<file path="src/rtl/wmc_pkg.sv">
// Package for the windowed minimum cost block.
// Holds field widths, parameter defaults, register indexes, FSM states and the
// control and status structs shared by the sequencer and the top level.
package wmc_pkg;

  localparam int WMC_WINDOW_DEPTH = 1024;
  localparam int WMC_HOUR_BITS    = 20;

  localparam int COST_W  = 16;
  localparam int NEED_W  = 16;
  localparam int UNIT_W  = 26;
  localparam int OCOST_W = 42;
  localparam int TOTAL_W = 48;
  localparam int KEEP_W  = 10;
  localparam int RATE_W  = 16;

  localparam int CFG_IDX_W  = 8;
  localparam int CFG_DATA_W = 16;

  localparam logic [CFG_IDX_W-1:0] CFG_KEEP_HOURS   = CFG_IDX_W'(0);
  localparam logic [CFG_IDX_W-1:0] CFG_STORAGE_RATE = CFG_IDX_W'(1);

  typedef enum logic [3:0] {
    ST_IDLE,
    ST_FRONT_RD,
    ST_FRONT_CHK,
    ST_BACK_RD,
    ST_BACK_MUL,
    ST_BACK_CMP,
    ST_PUSH,
    ST_UNIT_RD,
    ST_UNIT_MUL,
    ST_UNIT_SUM,
    ST_ORDER_MUL,
    ST_OUT
  } wmc_state_t;

  typedef struct packed {
    logic in_fire;
    logic held_zero;
    logic held_one;
    logic full;
    logic front_old;
    logic back_drop;
    logic out_free;
  } wmc_stat_t;

  typedef struct packed {
    logic ready;
    logic rd_front;
    logic rd_back;
    logic front_inc;
    logic back_dec;
    logic push;
    logic mul_en;
    logic mul_sel_unit;
    logic ld_unit;
    logic ld_out;
  } wmc_ctl_t;

endpackage

</file>
<file path="src/rtl/wmc_seq.sv">
// Sequencer for the windowed minimum cost block.
// Depends on wmc_pkg for the state type and the control and status structs.
module wmc_seq (
  input  logic               clk,
  input  logic               rst_n,
  input  wmc_pkg::wmc_stat_t st,
  output wmc_pkg::wmc_ctl_t  ctl
);

  wmc_pkg::wmc_state_t state_r;
  wmc_pkg::wmc_state_t state_nxt;

  always_ff @(posedge clk) begin
    if (!rst_n) begin
      state_r <= wmc_pkg::ST_IDLE;
    end else begin
      state_r <= state_nxt;
    end
  end

  always_comb begin
    state_nxt = state_r;
    case (state_r)
      wmc_pkg::ST_IDLE: begin
        if (st.in_fire) begin
          state_nxt = st.held_zero ? wmc_pkg::ST_PUSH : wmc_pkg::ST_FRONT_RD;
        end
      end
      wmc_pkg::ST_FRONT_RD:  state_nxt = wmc_pkg::ST_FRONT_CHK;
      wmc_pkg::ST_FRONT_CHK: begin
        if (!st.front_old) begin
          state_nxt = wmc_pkg::ST_BACK_RD;
        end else begin
          state_nxt = st.held_one ? wmc_pkg::ST_PUSH : wmc_pkg::ST_FRONT_RD;
        end
      end
      wmc_pkg::ST_BACK_RD:   state_nxt = wmc_pkg::ST_BACK_MUL;
      wmc_pkg::ST_BACK_MUL:  state_nxt = wmc_pkg::ST_BACK_CMP;
      wmc_pkg::ST_BACK_CMP: begin
        if (st.back_drop && !st.held_one) begin
          state_nxt = wmc_pkg::ST_BACK_RD;
        end else begin
          state_nxt = wmc_pkg::ST_PUSH;
        end
      end
      wmc_pkg::ST_PUSH:      state_nxt = wmc_pkg::ST_UNIT_RD;
      wmc_pkg::ST_UNIT_RD:   state_nxt = wmc_pkg::ST_UNIT_MUL;
      wmc_pkg::ST_UNIT_MUL:  state_nxt = wmc_pkg::ST_UNIT_SUM;
      wmc_pkg::ST_UNIT_SUM:  state_nxt = wmc_pkg::ST_ORDER_MUL;
      wmc_pkg::ST_ORDER_MUL: state_nxt = wmc_pkg::ST_OUT;
      wmc_pkg::ST_OUT: begin
        if (st.out_free) begin
          state_nxt = wmc_pkg::ST_IDLE;
        end
      end
      default: state_nxt = wmc_pkg::ST_IDLE;
    endcase
  end

  always_comb begin
    ctl = '0;
    case (state_r)
      wmc_pkg::ST_IDLE:      ctl.ready = 1'b1;
      wmc_pkg::ST_FRONT_RD:  ctl.rd_front = 1'b1;
      wmc_pkg::ST_FRONT_CHK: ctl.front_inc = st.front_old;
      wmc_pkg::ST_BACK_RD:   ctl.rd_back = 1'b1;
      wmc_pkg::ST_BACK_MUL:  ctl.mul_en = 1'b1;
      wmc_pkg::ST_BACK_CMP:  ctl.back_dec = st.back_drop;
      wmc_pkg::ST_PUSH: begin
        ctl.push      = 1'b1;
        ctl.front_inc = st.full;
      end
      wmc_pkg::ST_UNIT_RD:   ctl.rd_front = 1'b1;
      wmc_pkg::ST_UNIT_MUL:  ctl.mul_en = 1'b1;
      wmc_pkg::ST_UNIT_SUM:  ctl.ld_unit = 1'b1;
      wmc_pkg::ST_ORDER_MUL: begin
        ctl.mul_en       = 1'b1;
        ctl.mul_sel_unit = 1'b1;
      end
      wmc_pkg::ST_OUT:       ctl.ld_out = st.out_free;
      default:               ctl = '0;
    endcase
  end

endmodule

</file>
<file path="config.mk">
export PLATFORM = sky130hd
export DESIGN_NAME = wmc_seq
export DESIGN_NICKNAME = d
export VERILOG_FILES = /design/src/rtl/wmc_pkg.sv /design/src/rtl/wmc_seq.sv
export SDC_FILE = /design/constraint.sdc
export NUM_CORES = 1
export LEC_CHECK = 0
export BUFFER_PORTS_ARGS = -buffer_cell sky130_fd_sc_hd__buf_2
export CORE_MARGIN = 2
export CORE_UTILIZATION = 35
export CTS_CLUSTER_DIAMETER = 40
export DETAILED_ROUTE_END_ITERATION = 10
export PLACE_DENSITY_LB_ADDON = 0.12
export SLEW_MARGIN = 20
export SYNTH_ARGS = -nofsm -noshare
export SYNTH_HDL_FRONTEND = slang
export SYNTH_SLANG_ARGS = --single-unit
</file>
<file path="constraint.sdc">
create_clock -name clk -period 2.6 [get_ports clk]
set_clock_uncertainty 0.15 [all_clocks]
set_input_delay 0.13 -clock clk [delete_from_list [all_inputs] [get_ports clk]]
set_output_delay 0.13 -clock clk [all_outputs]
set_load 0.02 [all_outputs]
</file>
==> impl_metrics.json <==
{
  "status": "completed",
  "groute.layer.met3.usage": 0.0167,
  "hold_viol": 0,
  "switching_power_w": 0.000303,
  "netlist_area_um2": 460,
  "clkPwrFrac": 0.119,
  "cts-resized-gates": 0,
  "io_pins": 19,
  "syn-mean-instance-area_um2": 7.67,
  "grtUsageMet2": 0.222,
  "busiest_layer": "met2",
  "initial_core_util": 0.363,
  "p_int_w": 0.000311,
  "cellLeakagePower_nw": 0.255,
  "syn-num-nets": 69,
  "hold_depth": 2,
  "drv_slew": 0,
  "slowest_stage": "dfxtp_1",
  "syn_to_final_growth_pct": 20.7,
  "largest-register": "state_r",
  "cp_num_cells": 2,
  "largest_reg_flops": 4,
  "die-area_mm2": 0.00162,
  "dr.pass1.iters": 4,
  "core-area_mm2": 0.00127,
  "setup_tns_ns": 0,
  "path_cells": "and4_4 > buf_2",
  "period_needed_ns": 1.80,
  "num_vias": 466,
  "timing.final.crit_share": 0.691,
  "worst_skew_pair.late_latency_ns": 0.23,
  "drtAntennaViolNets": 0,
  "grt_start_max_net_pins": 22,
  "worst-path-buf-inv": 1,
  "track_usage": 0.146,
  "grt_overflow": 0,
  "swShare": 0.493,
  "hold_class": "input port to register",
  "port_buffers": 18,
  "clock-root-buffer": "clkbuf_4",
  "fillerInstances": 147,
  "cts_buffer_depth": 2,
  "cts_buffers": 3,
  "remaining_drc_errors": 0,
  "clock.fmax_mhz": 557,
  "powerDensity_mw_per_mm2": 1100,
  "grt_pass1_vias": 362,
  "drive_above_1_share": 0.360,
  "clock_sinks": 4,
  "synth_edf_count": 0,
  "finalNetCount": 86,
  "detail_route.wl_per_cell_um": 11.6,
  "worst_slew_pin_slew_ns": 0.712,
  "hpwl_um": 757,
  "h-tree-depth": 1,
  "startpoint_type": "register",
  "num_antenna_cells": 0,
  "met1_usage": 0.210,
  "clk_pin_slew_worst_paths_ns": 0.03,
  "antenna_found_initial": 0,
  "wirelength_um": 1040,
  "finalSetupViolCount": 0,
  "p_total_w": 0.000614,
  "rsz0062_at_grt": "false",
  "postCtsHoldBufs": 0,
  "critPathTopFamily": "flip-flops",
  "synthCells": 60,
  "die_x_um": 40.3,
  "cts_tree": "built",
  "die_h_um": 40.3,
  "cp-end-kind": "primary output",
  "cts_setup_buffers": 0,
  "synthFlopType": "dfxtp_1",
  "grt_pass1_wl_um": 1600,
  "first_iter_violations": 5,
  "routabilityCongestion": 0.804,
  "synth-seq-cells": 4,
  "critPathRequiredTime_ns": 2.32,
  "top_regs": "state_r x4",
  "worst-path-max-fanout": 21,
  "yosysWarningCount": 0,
  "max_stage_delay_ns": 0.77,
  "max-vdd-ir-drop_v": 0.000690,
  "ys_types": 33,
  "drt-vias-per-instance": 5.18,
  "timing.reg2reg.worst_path_depth": 4,
  "slew_headroom": 0.525,
  "seq_area_frac_synth": 0.174,
  "rows": 13,
  "pwr-share-comb": 0.552,
  "cp.arrival_ns": 1.52,
  "cap_violations": 0,
  "async_reset_ff_frac": 0,
  "whs_ns": 0.0222,
  "seq_power_share": 0.328,
  "path_class": "register to primary output"
}
-- cells by family (layout without fill, tap and decap cells) --
| logic type | Yosys count | in the layout | synth area share |
|---|---|---|---|
| flops | 4 | 4 | 0.174 |
| compound gates | 14 | 14 | 0.212 |
| simple gates | 30 | 30 | 0.448 |
| buf+inv | 9 | 24 | 0.103 |
| xor+xnor | 1 | 1 | 0.0190 |
| mux | 2 | 2 | 0.0435 |
-- per-layer routing --
layer | share of wire | wire length [µm] | vias up
li1 | - | - | 253
met1 | 0.51 | 527 | 204
met2 | 0.45 | 467 | 9
met3 | 0.044 | 46 | 0
met4 | 0 | 0 | 0
met5 | 0 | 0 | -
-- worst register-to-register path, stage by stage (launching register included) --
cell     delay [ns]
dfxtp_1        0.77
a21oi_1        0.15
o31a_1         0.13
a211o_1        0.22
a21o_1         0.17
-- stage by stage --
step,area (µm²),utilization,std cells,setup WS [ns]
after floorplan,460,-,60,0.972
after global placement,533,0.420,87,0.920
after detailed placement,533,0.420,87,0.926
after CTS,556,0.438,90,0.810
after global routing,556,0.438,90,0.706
final,556,0.438,90,0.804
-- final timing paths --
path	startpoint	endpoint	slack (ns)
max	state_r[2]	ctl[5]	0.80
min	rst_n	state_r[3]	0.02
min reg2reg	state_r[3]	state_r[1]	0.60
max reg2reg	state_r[2]	state_r[0]	0.90
-- power by group through the flow --
stage          logic (W)  clock network, W  registers (W)
6_report        0.000339         0.0000733       0.000201
3_3_place_gp    0.000341                 0       0.000202
2_1_floorplan   0.000367                 0       0.000109
5_1_grt         0.000383         0.0000827       0.000215
4_1_cts         0.000343         0.0000782       0.000200
3_5_place_dp    0.000342                 0       0.000200
-- synth_stat cells (all sizes together) (2+ instances only) --
cell type / count / area, µm²
inv: 3 / 11.3
mux2i: 2 / 20.0
dfxtp: 4 / 80.1
buf: 6 / 36.3
a211oi: 2 / 15.0
nor3: 3 / 15.0
nor4b: 2 / 17.5
and3: 2 / 12.5
o21ai: 2 / 10.0
nor3b: 4 / 35.0
nor2: 5 / 21.3
a21oi: 2 / 10.0
nand2b: 4 / 32.5
nor4: 2 / 18.8
nand2: 4 / 15.0
-- placed cells by master (no fill, tap or decap) --
master,n
buf_2,18
nand2_1,4
nor2_1,4
dfxtp_1,4
nor3b_1,3
nor3_1,3
inv_1,3
nand2b_1,3
clkbuf_4,3
mux2i_1,2
o21ai_0,2
and3_1,2
nor4b_1,2
a21oi_1,2
a211oi_1,2
nand2b_4,1
nor4_2,1
and4bb_2,1
nor2_2,1
nand4b_1,1
and4_4,1
xor2_1,1
and2_1,1
o31a_1,1
a211o_1,1
nor3b_2,1
a21o_1,1
nor4_1,1
o21a_1,1
o21bai_1,1
a22oi_1,1
o22ai_1,1
a31o_1,1
-- layout make-up --
class,count,area (µm²),share of cell area
Inverter,3,11.3,0.0203
Timing Repair Buffer,18,90.1,0.162
Multi-Input combinational cell,47,333,0.599
Sequential cell,4,80.1,0.144
Tap cell,15,18.8,0.0338
Clock buffer,3,22.5,0.0405
(Power assumes the default switching activity.)
