### config.mk
export PLATFORM = sky130hd
export DESIGN_NAME = wmc_mul
export DESIGN_NICKNAME = d
export VERILOG_FILES = /design/src/rtl/wmc_mul.sv
export SDC_FILE = /design/constraint.sdc
export NUM_CORES = 1
export LEC_CHECK = 0
export ABC_AREA = 1
export BUFFER_PORTS_ARGS = -buffer_cell sky130_fd_sc_hd__buf_2
export CAP_MARGIN = 15
export CORE_MARGIN = 4
export CORE_UTILIZATION = 45
export DETAILED_ROUTE_END_ITERATION = 16
export PLACE_DENSITY = 0.75
export SETUP_SLACK_MARGIN = 0.3
export SKIP_LAST_GASP = 1
export SLEW_MARGIN = 10
export SYNTH_ARGS = -nofsm -noshare
export SYNTH_HDL_FRONTEND = slang
export SYNTH_SLANG_ARGS = --single-unit
### constraint.sdc
create_clock -name clk -period 5.38 [get_ports clk]
set_input_delay 0.538 -clock clk [delete_from_list [all_inputs] [get_ports clk]]
set_output_delay 0.538 -clock clk [all_outputs]
set_load 0.05 [all_outputs]
### src/rtl/wmc_mul.sv
// Shared registered multiplier used for storage charges and order costs.
// Standalone; the product register loads only when enabled.
module wmc_mul #(
  parameter int A_W = 26,
  parameter int B_W = 16
) (
  input  logic               clk,
  input  logic               en,
  input  logic [A_W-1:0]     a,
  input  logic [B_W-1:0]     b,
  output logic [A_W+B_W-1:0] p_r
);

  logic [A_W+B_W-1:0] p_nxt;

  assign p_nxt = (A_W+B_W)'(a) * (A_W+B_W)'(b);

  always_ff @(posedge clk) begin
    if (en) begin
      p_r <= p_nxt;
    end
  end

endmodule

==> flow_metrics.py, run 1 <==
metrics = {
    "die": {
        "fp.dieW_um": 195,
        "core_um2": 34500,
        "die_h_um": 195,
        "start_util_pct": 45.6,
        "pin_count": 86,
        "die_area_um2": 38100,
        "rows": 68,
    },
    "synthesis": {
        "synth_area_leaders": "fa_1 42%, inv_1 16%, nand2_1 15%, ha_1 9.1%, edfxtp_1 8.0%",
        "synthMuxAreaShare_pct": 0,
        "synth_edf_count": 42,
        "synth_cell_types": 24,
        "post_synth_xor_area_fraction_pct": 1.33,
        "synth_compound_area_share_pct": 1.61,
        "synth_area_um2": 15800,
        "synth_common_cells": "655 x inv_1, 647 x nand2_1, 334 x fa_1, 114 x ha_1, 100 x clkbuf_1",
        "yosysMostFrequentCell": "inv_1",
        "ys.flop_type": "edfxtp_1",
        "synth_top_cell_by_area": "fa_1",
        "synth-seq-cells": 42,
        "syn_area_per_cell_um2": 7.54,
        "synth_top_family_by_area": "adder cells",
        "ys_warn_count": 0,
        "yosys.area_share.simple_pct": 19.5,
        "synth_adder_area_share_pct": 51.5,
        "async_flop_share_pct": 0,
        "syn_inst": 2090,
        "seq_area_frac_synth_pct": 8.00,
        "syn-num-nets": 2582,
        "netlist.area_leader.share_pct": 42.4,
    },
    "setup_path": {
        "critical_path_arrival_ns": 5.29,
        "crit_type": "in -> reg",
        "startpoint": "b[9]",
        "startpoint_type": "input port",
        "endpoint": "p_r[17]",
        "crit_fanout": 6,
        "end_kind": "flop",
        "crit_required_ns": 5.41,
    },
    "status": {
        "status": "completed",
    },
    "global_route": {
        "grt_first_pass_wirelength_um": 69600,
        "grt_pass1_vias": 14600,
        "antenna_found_initial": 0,
        "grt_max_degree": 43,
        "gr-usage-all-layers_pct": 22.2,
        "overflow": 0,
    },
    "clock_network": {
        "cts_buffer_depth": 2,
        "cts-root-buf": "clkbuf_16",
        "cts.sinks": 42,
        "cts_max_level": 2,
        "numCtsBuffers": 5,
        "ctsHoldBuffers": 0,
        "clk_pin_slew_ns": 0.06,
        "cts_tree": "yes",
    },
    "route": {
        "ant_nets": 0,
        "dr.pass1.iters": 5,
        "num_vias": 13400,
        "viasPerCell": 4.92,
        "wl_um": 42600,
        "post_drt_wl_per_cell_um": 15.7,
        "drc": 0,
        "drtIter0Drc": 696,
    },
    "place": {
        "post-dp-hpwl_um": 35100,
        "io_buffers": 85,
        "gp_congestion": 0.903,
    },
    "sta": {
        "timing_worst_slew_pin_value_ns": 1.02,
        "max_freq_mhz": 190,
        "fin_crit_sh_pct": 97.8,
        "relSlewSlack_pct": 32.0,
        "hold_viol_final": 0,
        "final-setup-viol-count": 0,
        "finalCriticalPeriod_ns": 5.26,
        "holdWs_ns": 0.733,
        "maxSlewViolCount": 0,
        "rsz0062_at_grt": "yes",
    },
    "finish": {
        "area_growth_pct": 24.1,
        "largestRegisters": "p_r: 42 flops",
        "layout-drive-gt1-share_pct": 23.6,
        "fillers": 3031,
        "largest_reg_flops": 42,
        "multi_input_area_um2": 12700,
        "regMostFlops": "p_r",
        "final_nets": 2753,
        "seqCellArea_um2": 1260,
        "antenna_cells": 0,
    },
    "job": {
        "drv_cap": 0,
    },
    "hold_path": {
        "min_path_type": "in -> reg",
    },
}
## cell type report
cell class	count	area share (%)
multi-input cells	1289	65.1
inverters	659	12.7
repair buffers	264	12.1
flip-flops and latches	42	6.45
well taps	455	2.91
clock buffers	5	0.640
clock inverters	3	0.0832
## cells by family (layout without fill, tap and decap cells)
group | Yosys count | after routing
compound gates | 49 | 49
buf+inv | 759 | 931
fa+ha+maj | 448 | 448
flops | 42 | 42
simple gates | 768 | 768
xor+xnor | 24 | 24
## critical path, cell delays in order
cell     delay (ns)
buf_12         0.10
buf_12         0.13
nand2_2        0.05
fa_1           0.47
inv_1          0.05
fa_1           0.51
inv_2          0.04
fa_1           0.55
inv_2          0.05
fa_1           0.48
fa_1           0.57
inv_2          0.04
fa_1           0.52
inv_2          0.05
ha_4           0.26
nand2_4        0.07
nand2_4        0.06
a21oi_4        0.14
nand2_2        0.08
buf_4          0.14
buf_6          0.11
a31oi_4        0.15
xnor2_2        0.10
## worst min path at each step
stage	end	slack, ns	depth (start not counted)	start
finish	p_r[0]	0.73	3	a[0]
global route	p_r[0]	0.73	3	a[0]
CTS	p_r[0]	0.73	3	a[0]
detailed placement	p_r[0]	1.03	3	a[0]
global placement	p_r[0]	1.03	3	a[0]
floorplan	p_r[0]	0.65	0	en
## metal layers
layer,track usage [%],vias up,share of wire [%]
met5,0,-,0
met4,8.46,0,4.4
met2,40.7,424,52
li1,-,6131,-
met1,27.2,6679,39
met3,2.05,133,4.7
## cells in the final DEF (no fill, tap or decap), types with 12 or more instances in the layout
cell type  instances
a21oi_2           12
buf_12            22
buf_2             52
buf_4            153
buf_6             27
edfxtp_1          42
fa_1             317
fa_2              17
ha_1              91
ha_4              21
inv_1            618
inv_2             38
nand2_1          566
nand2_2           77
nand2_4           17
nand3_1           17
nor2_1            32
nor2_2            14
nor2_4            13
xor2_1            16
## per-stage QoR
stage                     instances  setup TNS [ns]  setup WS [ns]  utilization (%)  cell area, um^2
final                          2717               0          0.119             56.6            19600
after global placement         2681           -6.51         -0.331             52.2            18000
after detailed placement       2681           -7.67         -0.379             52.2            18000
after floorplan                2090               0          0.146                -            16800
after global routing           2717          -0.104        -0.0276             56.6            19600
after CTS                      2697               0          0.182             54.5            18800
## timing repair
action                     CTS  global route
gates cloned                 1             3
setup endpoints to repair   32            32
buffers inserted             7            17
pin swaps                   64            92
resized for setup          171           138
Power of run 1 is not shown: default switching activity piles up to over one toggle a cycle in this logic, so the estimate is an artifact.
==> run 2, diff against run 1 <==
--- a/config.mk
+++ b/config.mk
@@ -9,9 +9,9 @@
 export BUFFER_PORTS_ARGS = -buffer_cell sky130_fd_sc_hd__buf_2
 export CAP_MARGIN = 15
 export CORE_MARGIN = 4
-export CORE_UTILIZATION = 45
+export CORE_UTILIZATION = 35
 export DETAILED_ROUTE_END_ITERATION = 16
-export PLACE_DENSITY = 0.75
+export PLACE_DENSITY = 0.63
 export SETUP_SLACK_MARGIN = 0.3
 export SKIP_LAST_GASP = 1
 export SLEW_MARGIN = 10
==> flow_metrics.py, run 2 (synthesis results as in run 1) <==
metrics = {
    "die": {
        "pin_count": 86,
        "start_util_pct": 35.6,
        "fp.dieW_um": 220,
        "die_area_um2": 48500,
        "rows": 77,
        "die_h_um": 220,
        "core_um2": 44300,
    },
    "clock_network": {
        "cts_buffer_depth": 2,
        "cts-root-buf": "clkbuf_16",
        "ctsHoldBuffers": 0,
        "cts_tree": "yes",
        "numCtsBuffers": 5,
        "clk_pin_slew_ns": 0.07,
        "cts.sinks": 42,
        "cts_max_level": 2,
    },
    "sta": {
        "finalCriticalPeriod_ns": 5.28,
        "hold_viol_final": 0,
        "rsz0062_at_grt": "yes",
        "relSlewSlack_pct": 29.9,
        "fin_tns_setup_ns": 0,
        "maxSlewViolCount": 0,
        "final.setup.worst_slack_ns": 0.0961,
        "max_freq_mhz": 189,
        "final-setup-viol-count": 0,
        "fin_crit_sh_pct": 98.2,
        "holdWs_ns": 0.836,
        "timing_worst_slew_pin_value_ns": 1.05,
    },
    "global_route": {
        "overflow": 0,
        "gr-usage-all-layers_pct": 18.5,
        "grt_first_pass_wirelength_um": 72200,
        "grt_pass1_vias": 14400,
        "grt_max_degree": 43,
        "antenna_found_initial": 0,
    },
    "finish": {
        "seqCellArea_um2": 1260,
        "fillers": 4261,
        "regMostFlops": "p_r",
        "layout_commonest_cell": "inv_1",
        "largest_reg_flops": 42,
        "final_nets": 2776,
        "fin_util_pct": 45.7,
        "layout_common_cells": "612 x inv_1, 562 x nand2_1, 315 x fa_1, 162 x buf_4, 87 x ha_1",
        "area_growth_pct": 28.4,
        "multi_input_area_um2": 12900,
        "antenna_cells": 0,
        "largestRegisters": "p_r: 42 flops",
        "layout-drive-gt1-share_pct": 25.3,
    },
    "setup_path": {
        "slowest_delay_ns": 0.64,
        "end_kind": "flop",
        "critical_path_arrival_ns": 5.34,
        "startpoint_type": "input port",
        "crit_fanout": 6,
        "slowest_stage": "fa_2",
        "crit_type": "in -> reg",
        "cpMostUsedCell": "fa_1",
        "critPathBufInv": 7,
        "crit_path_cell_trace": "buf_12 -> buf_12 -> buf_6 -> nand2_4 -> fa_1 -> inv_1 -> fa_1 -> fa_2 -> fa_1 -> fa_1 -> inv_1 -> fa_1 -> inv_2 -> ha_4 -> nand2_4 -> inv_4 -> nand2_2 -> nand2_2 -> a21oi_2 -> nand3_2 -> nand2_4 -> nand2_1 -> nand2_1 -> nand2_2",
        "crit_required_ns": 5.43,
        "cp_top_family": "adder cells",
    },
    "route": {
        "post_drt_wl_per_cell_um": 15.4,
        "viasPerCell": 4.56,
        "wl_um": 44200,
        "drc": 0,
        "ant_nets": 0,
        "num_vias": 13100,
        "dr.pass1.iters": 5,
        "drtIter0Drc": 708,
    },
    "job": {
        "drv_cap": 0,
    },
    "place": {
        "post-dp-hpwl_um": 36400,
        "io_buffers": 85,
        "gp_congestion": 0.887,
        "place_ws_ns": -0.515,
    },
    "status": {
        "status": "completed",
    },
    "hold_path": {
        "min_path_type": "in -> reg",
    },
}
## run 2: cell types whose count changed in the layout (fill, tap and decap cells not counted), sizes merged
| cell | previous run | this run |
|---|---|---|
| buf | 260 | 281 |
| bufinv | 0 | 2 |
| clkbuf | 9 | 11 |
| clkinv | 2 | 1 |
| clkinvlp | 1 | 0 |
## run 2: final cells by class
| type | instances | share of cell area [%] |
|---|---|---|
| clock buffer | 5 | 0.618 |
| timing repair buffer | 287 | 13.1 |
| multi-input combinational | 1289 | 63.8 |
| tap | 592 | 3.66 |
| clock inverter | 3 | 0.340 |
| sequential | 42 | 6.23 |
| inverter | 659 | 12.3 |
## run 2: final timing paths
path                  from       to  slack, ns  cells past startpoint
worst max-delay path  b[8]  p_r[39]        0.1                     24
worst min-delay path  a[0]   p_r[0]       0.84                      4
## run 2: timing repair
item | 4_1_cts | 5_1_grt
endpoints found under the hold margin | 0 | 0
gates cloned | 2 | 4
gates resized for setup | 176 | 178
setup endpoints to repair | 32 | 32
pin swaps | 80 | 95
setup buffers | 15 | 13
## run 2: metal layers
metal / routed length, um / share of wire, % / track usage (%)
met1: 18100 / 41 / 23.4
met2: 23200 / 52 / 34.2
met4: 1160 / 2.6 / 4.54
met5: 0 / 0 / 0
met3: 1750 / 4.0 / 1.80
## run 2: metrics by stage
step / cells / instance area, um^2
after floorplan: 2090 / 16800
after global placement: 2835 / 18400
after detailed placement: 2835 / 18400
after CTS: 2860 / 19400
after global routing: 2877 / 20200
final: 2877 / 20200
Power of run 2 is left out for the same reason.
==> run 3, diff against run 2 <==
--- a/config.mk
+++ b/config.mk
@@ -5,13 +5,13 @@
 export SDC_FILE = /design/constraint.sdc
 export NUM_CORES = 1
 export LEC_CHECK = 0
-export ABC_AREA = 1
+export ABC_CLOCK_PERIOD_IN_PS = 5380
 export BUFFER_PORTS_ARGS = -buffer_cell sky130_fd_sc_hd__buf_2
 export CAP_MARGIN = 15
 export CORE_MARGIN = 4
 export CORE_UTILIZATION = 35
 export DETAILED_ROUTE_END_ITERATION = 16
-export PLACE_DENSITY = 0.63
+export PLACE_DENSITY = 0.64
 export SETUP_SLACK_MARGIN = 0.3
 export SKIP_LAST_GASP = 1
 export SLEW_MARGIN = 10
==> flow_metrics.py, run 3 <==
metrics = {
    "clock_network": {
        "cts_max_level": 2,
        "numCtsBuffers": 5,
        "cts-root-buf": "clkbuf_16",
        "cts_buffer_depth": 2,
        "cts.sinks": 42,
        "cts_tree": "yes",
        "clk_pin_slew_ns": 0.07,
        "ctsHoldBuffers": 0,
    },
    "sta": {
        "max_freq_mhz": 168,
        "fin_tns_setup_ns": -6.72,
        "relSlewSlack_pct": 33.6,
        "final-setup-viol-count": 22,
        "finalCriticalPeriod_ns": 5.96,
        "fin_crit_sh_pct": 111,
        "hold_viol_final": 0,
        "final.setup.worst_slack_ns": -0.583,
        "rsz0062_at_grt": "yes",
        "timing_worst_slew_pin_value_ns": 0.997,
        "maxSlewViolCount": 0,
    },
    "job": {
        "drv_cap": 0,
    },
    "finish": {
        "final_cells": 2424,
        "layout-drive-gt1-share_pct": 29.1,
        "layout_commonest_cell": "inv_1",
        "layout_common_cells": "347 x inv_1, 314 x fa_1, 247 x nand2_1, 216 x buf_4, 156 x and2_1",
        "largestRegisters": "p_r: 42 flops",
        "antenna_cells": 0,
        "fillers": 3867,
        "regMostFlops": "p_r",
        "largest_reg_flops": 42,
        "fin_util_pct": 46.8,
        "final_nets": 2383,
        "area_growth_pct": 31.0,
    },
    "synthesis": {
        "synth_compound_area_share_pct": 6.18,
        "synth_top_cell_by_area": "fa_1",
        "synth_area_um2": 14700,
        "syn_inst": 1602,
        "ys_warn_count": 0,
        "synth-seq-cells": 42,
        "syn-num-nets": 2094,
        "netlist.area_leader.share_pct": 45.5,
        "synth_area_leaders": "fa_1 46%, ha_1 9.7%, inv_1 9.5%, edfxtp_1 8.6%, and2_1 7.6%",
        "syn_area_per_cell_um2": 9.16,
        "ys.flop_type": "edfxtp_1",
        "yosys.area_share.simple_pct": 16.5,
        "synth_common_cells": "372 x inv_1, 334 x fa_1, 267 x nand2_1, 178 x and2_1, 114 x ha_1",
        "post_synth_xor_area_fraction_pct": 2.03,
        "seq_area_frac_synth_pct": 8.59,
        "synth_top_family_by_area": "adder cells",
        "yosysMostFrequentCell": "inv_1",
        "async_flop_share_pct": 0,
        "synth_cell_types": 62,
        "synth_adder_area_share_pct": 55.3,
        "synthMuxAreaShare_pct": 0.0767,
        "synth_edf_count": 42,
    },
    "die": {
        "start_util_pct": 35.7,
        "rows": 74,
        "die_area_um2": 45300,
        "core_um2": 41100,
        "pin_count": 86,
        "fp.dieW_um": 213,
        "die_h_um": 213,
    },
    "route": {
        "dr.pass1.iters": 5,
        "wl_um": 38700,
        "post_drt_wl_per_cell_um": 16.0,
        "num_vias": 11600,
        "drtIter0Drc": 620,
        "drc": 0,
        "viasPerCell": 4.80,
        "ant_nets": 0,
    },
    "place": {
        "gp_congestion": 0.878,
        "post-dp-hpwl_um": 32700,
        "place_inst": 2364,
        "io_buffers": 85,
    },
    "hold_path": {
        "min_path_type": "in -> reg",
    },
    "setup_path": {
        "end_kind": "flop",
        "crit_fanout": 8,
        "startpoint_type": "input port",
        "critical_path_arrival_ns": 6.06,
        "crit_required_ns": 5.48,
        "crit_type": "in -> reg",
    },
    "global_route": {
        "gr-usage-all-layers_pct": 17.6,
        "antenna_found_initial": 0,
        "overflow": 0,
        "grt_max_degree": 43,
        "grt_pass1_vias": 12800,
        "grt_first_pass_wirelength_um": 64000,
    },
    "status": {
        "failed_checks": "negative setup slack",
        "status": "finished with violations",
    },
}
-- run 3: cell types whose count changed after synthesis, moves of 9 or more --
cell | before | now
a21o_1 | 0 | 17
and2_1 | 0 | 178
clkbuf_1 | 100 | 65
inv_1 | 655 | 372
nand2_1 | 647 | 267
nand2_2 | 16 | 0
nand3_1 | 23 | 9
nor2_1 | 47 | 28
nor2_2 | 10 | 1
nor3_1 | 11 | 2
xnor2_1 | 5 | 24
xor2_1 | 19 | 10
-- run 3: worst paths after layout --
kind,from,endpoint,cells after the start
worst min-delay path,a[0],p_r[0],3
worst max-delay path,b[15],p_r[39],20
-- run 3: repair_timing --
action,in CTS,in global routing
setup endpoints to repair,29,31
buffers inserted,27,20
hold endpoints to repair,0,0
cloned,4,1
resized for setup,209,106
pin swaps,98,81
-- run 3: layout make-up --
class,count,area [um^2],share of cell area (%)
clock buffer,5,125,0.650
clock inverter,3,28.8,0.150
inverter,372,1400,7.26
multi-input combinational,1119,12700,66.1
sequential,42,1260,6.56
tap,532,666,3.46
timing repair buffer,351,3050,15.9
-- run 3: metrics by stage --
step	hold WS [ns]	setup slack, ns	cell area, um^2
CTS	0.856	-0.581	18700
global route	0.879	-0.760	19200
floorplan	0.650	-0.617	15200
global placement	1.08	-0.981	17400
finish	0.874	-0.583	19200
detailed placement	1.08	-1.10	17400
-- run 3: logic make-up (layout without fill, tap and decap cells) --
group	count (synthesis)	count (layout)
DFF	42	42
muxes	1	1
buffers and inverters	441	731
and+or+nand+nor	505	505
xor gates and xnor gates	34	34
adders and majority gates	448	448
AOI/OAI and AO/OA	131	131
-- run 3: layer usage --
metal	share of wire (%)	global-route usage (%)
met5	0	0
met2	55	32.8
met1	40	22.2
met3	3.7	1.87
met4	1.9	3.27
-- run 3: critical path, cell delays in order --
cell and delay, ns:
buf_4 0.14, buf_6 0.14, and2_4 0.16, fa_1 0.50, fa_1 0.53, fa_1 0.64, fa_2 0.45, fa_1 0.48
inv_1 0.05, fa_1 0.48, inv_2 0.04, ha_4 0.26, nand4_1 0.16, a21oi_2 0.15, nand4_1 0.12, o221ai_2 0.23
o211ai_2 0.13, a211o_1 0.37, o21a_1 0.23, o311ai_2 0.25
Power of run 3 is left out for the same reason.
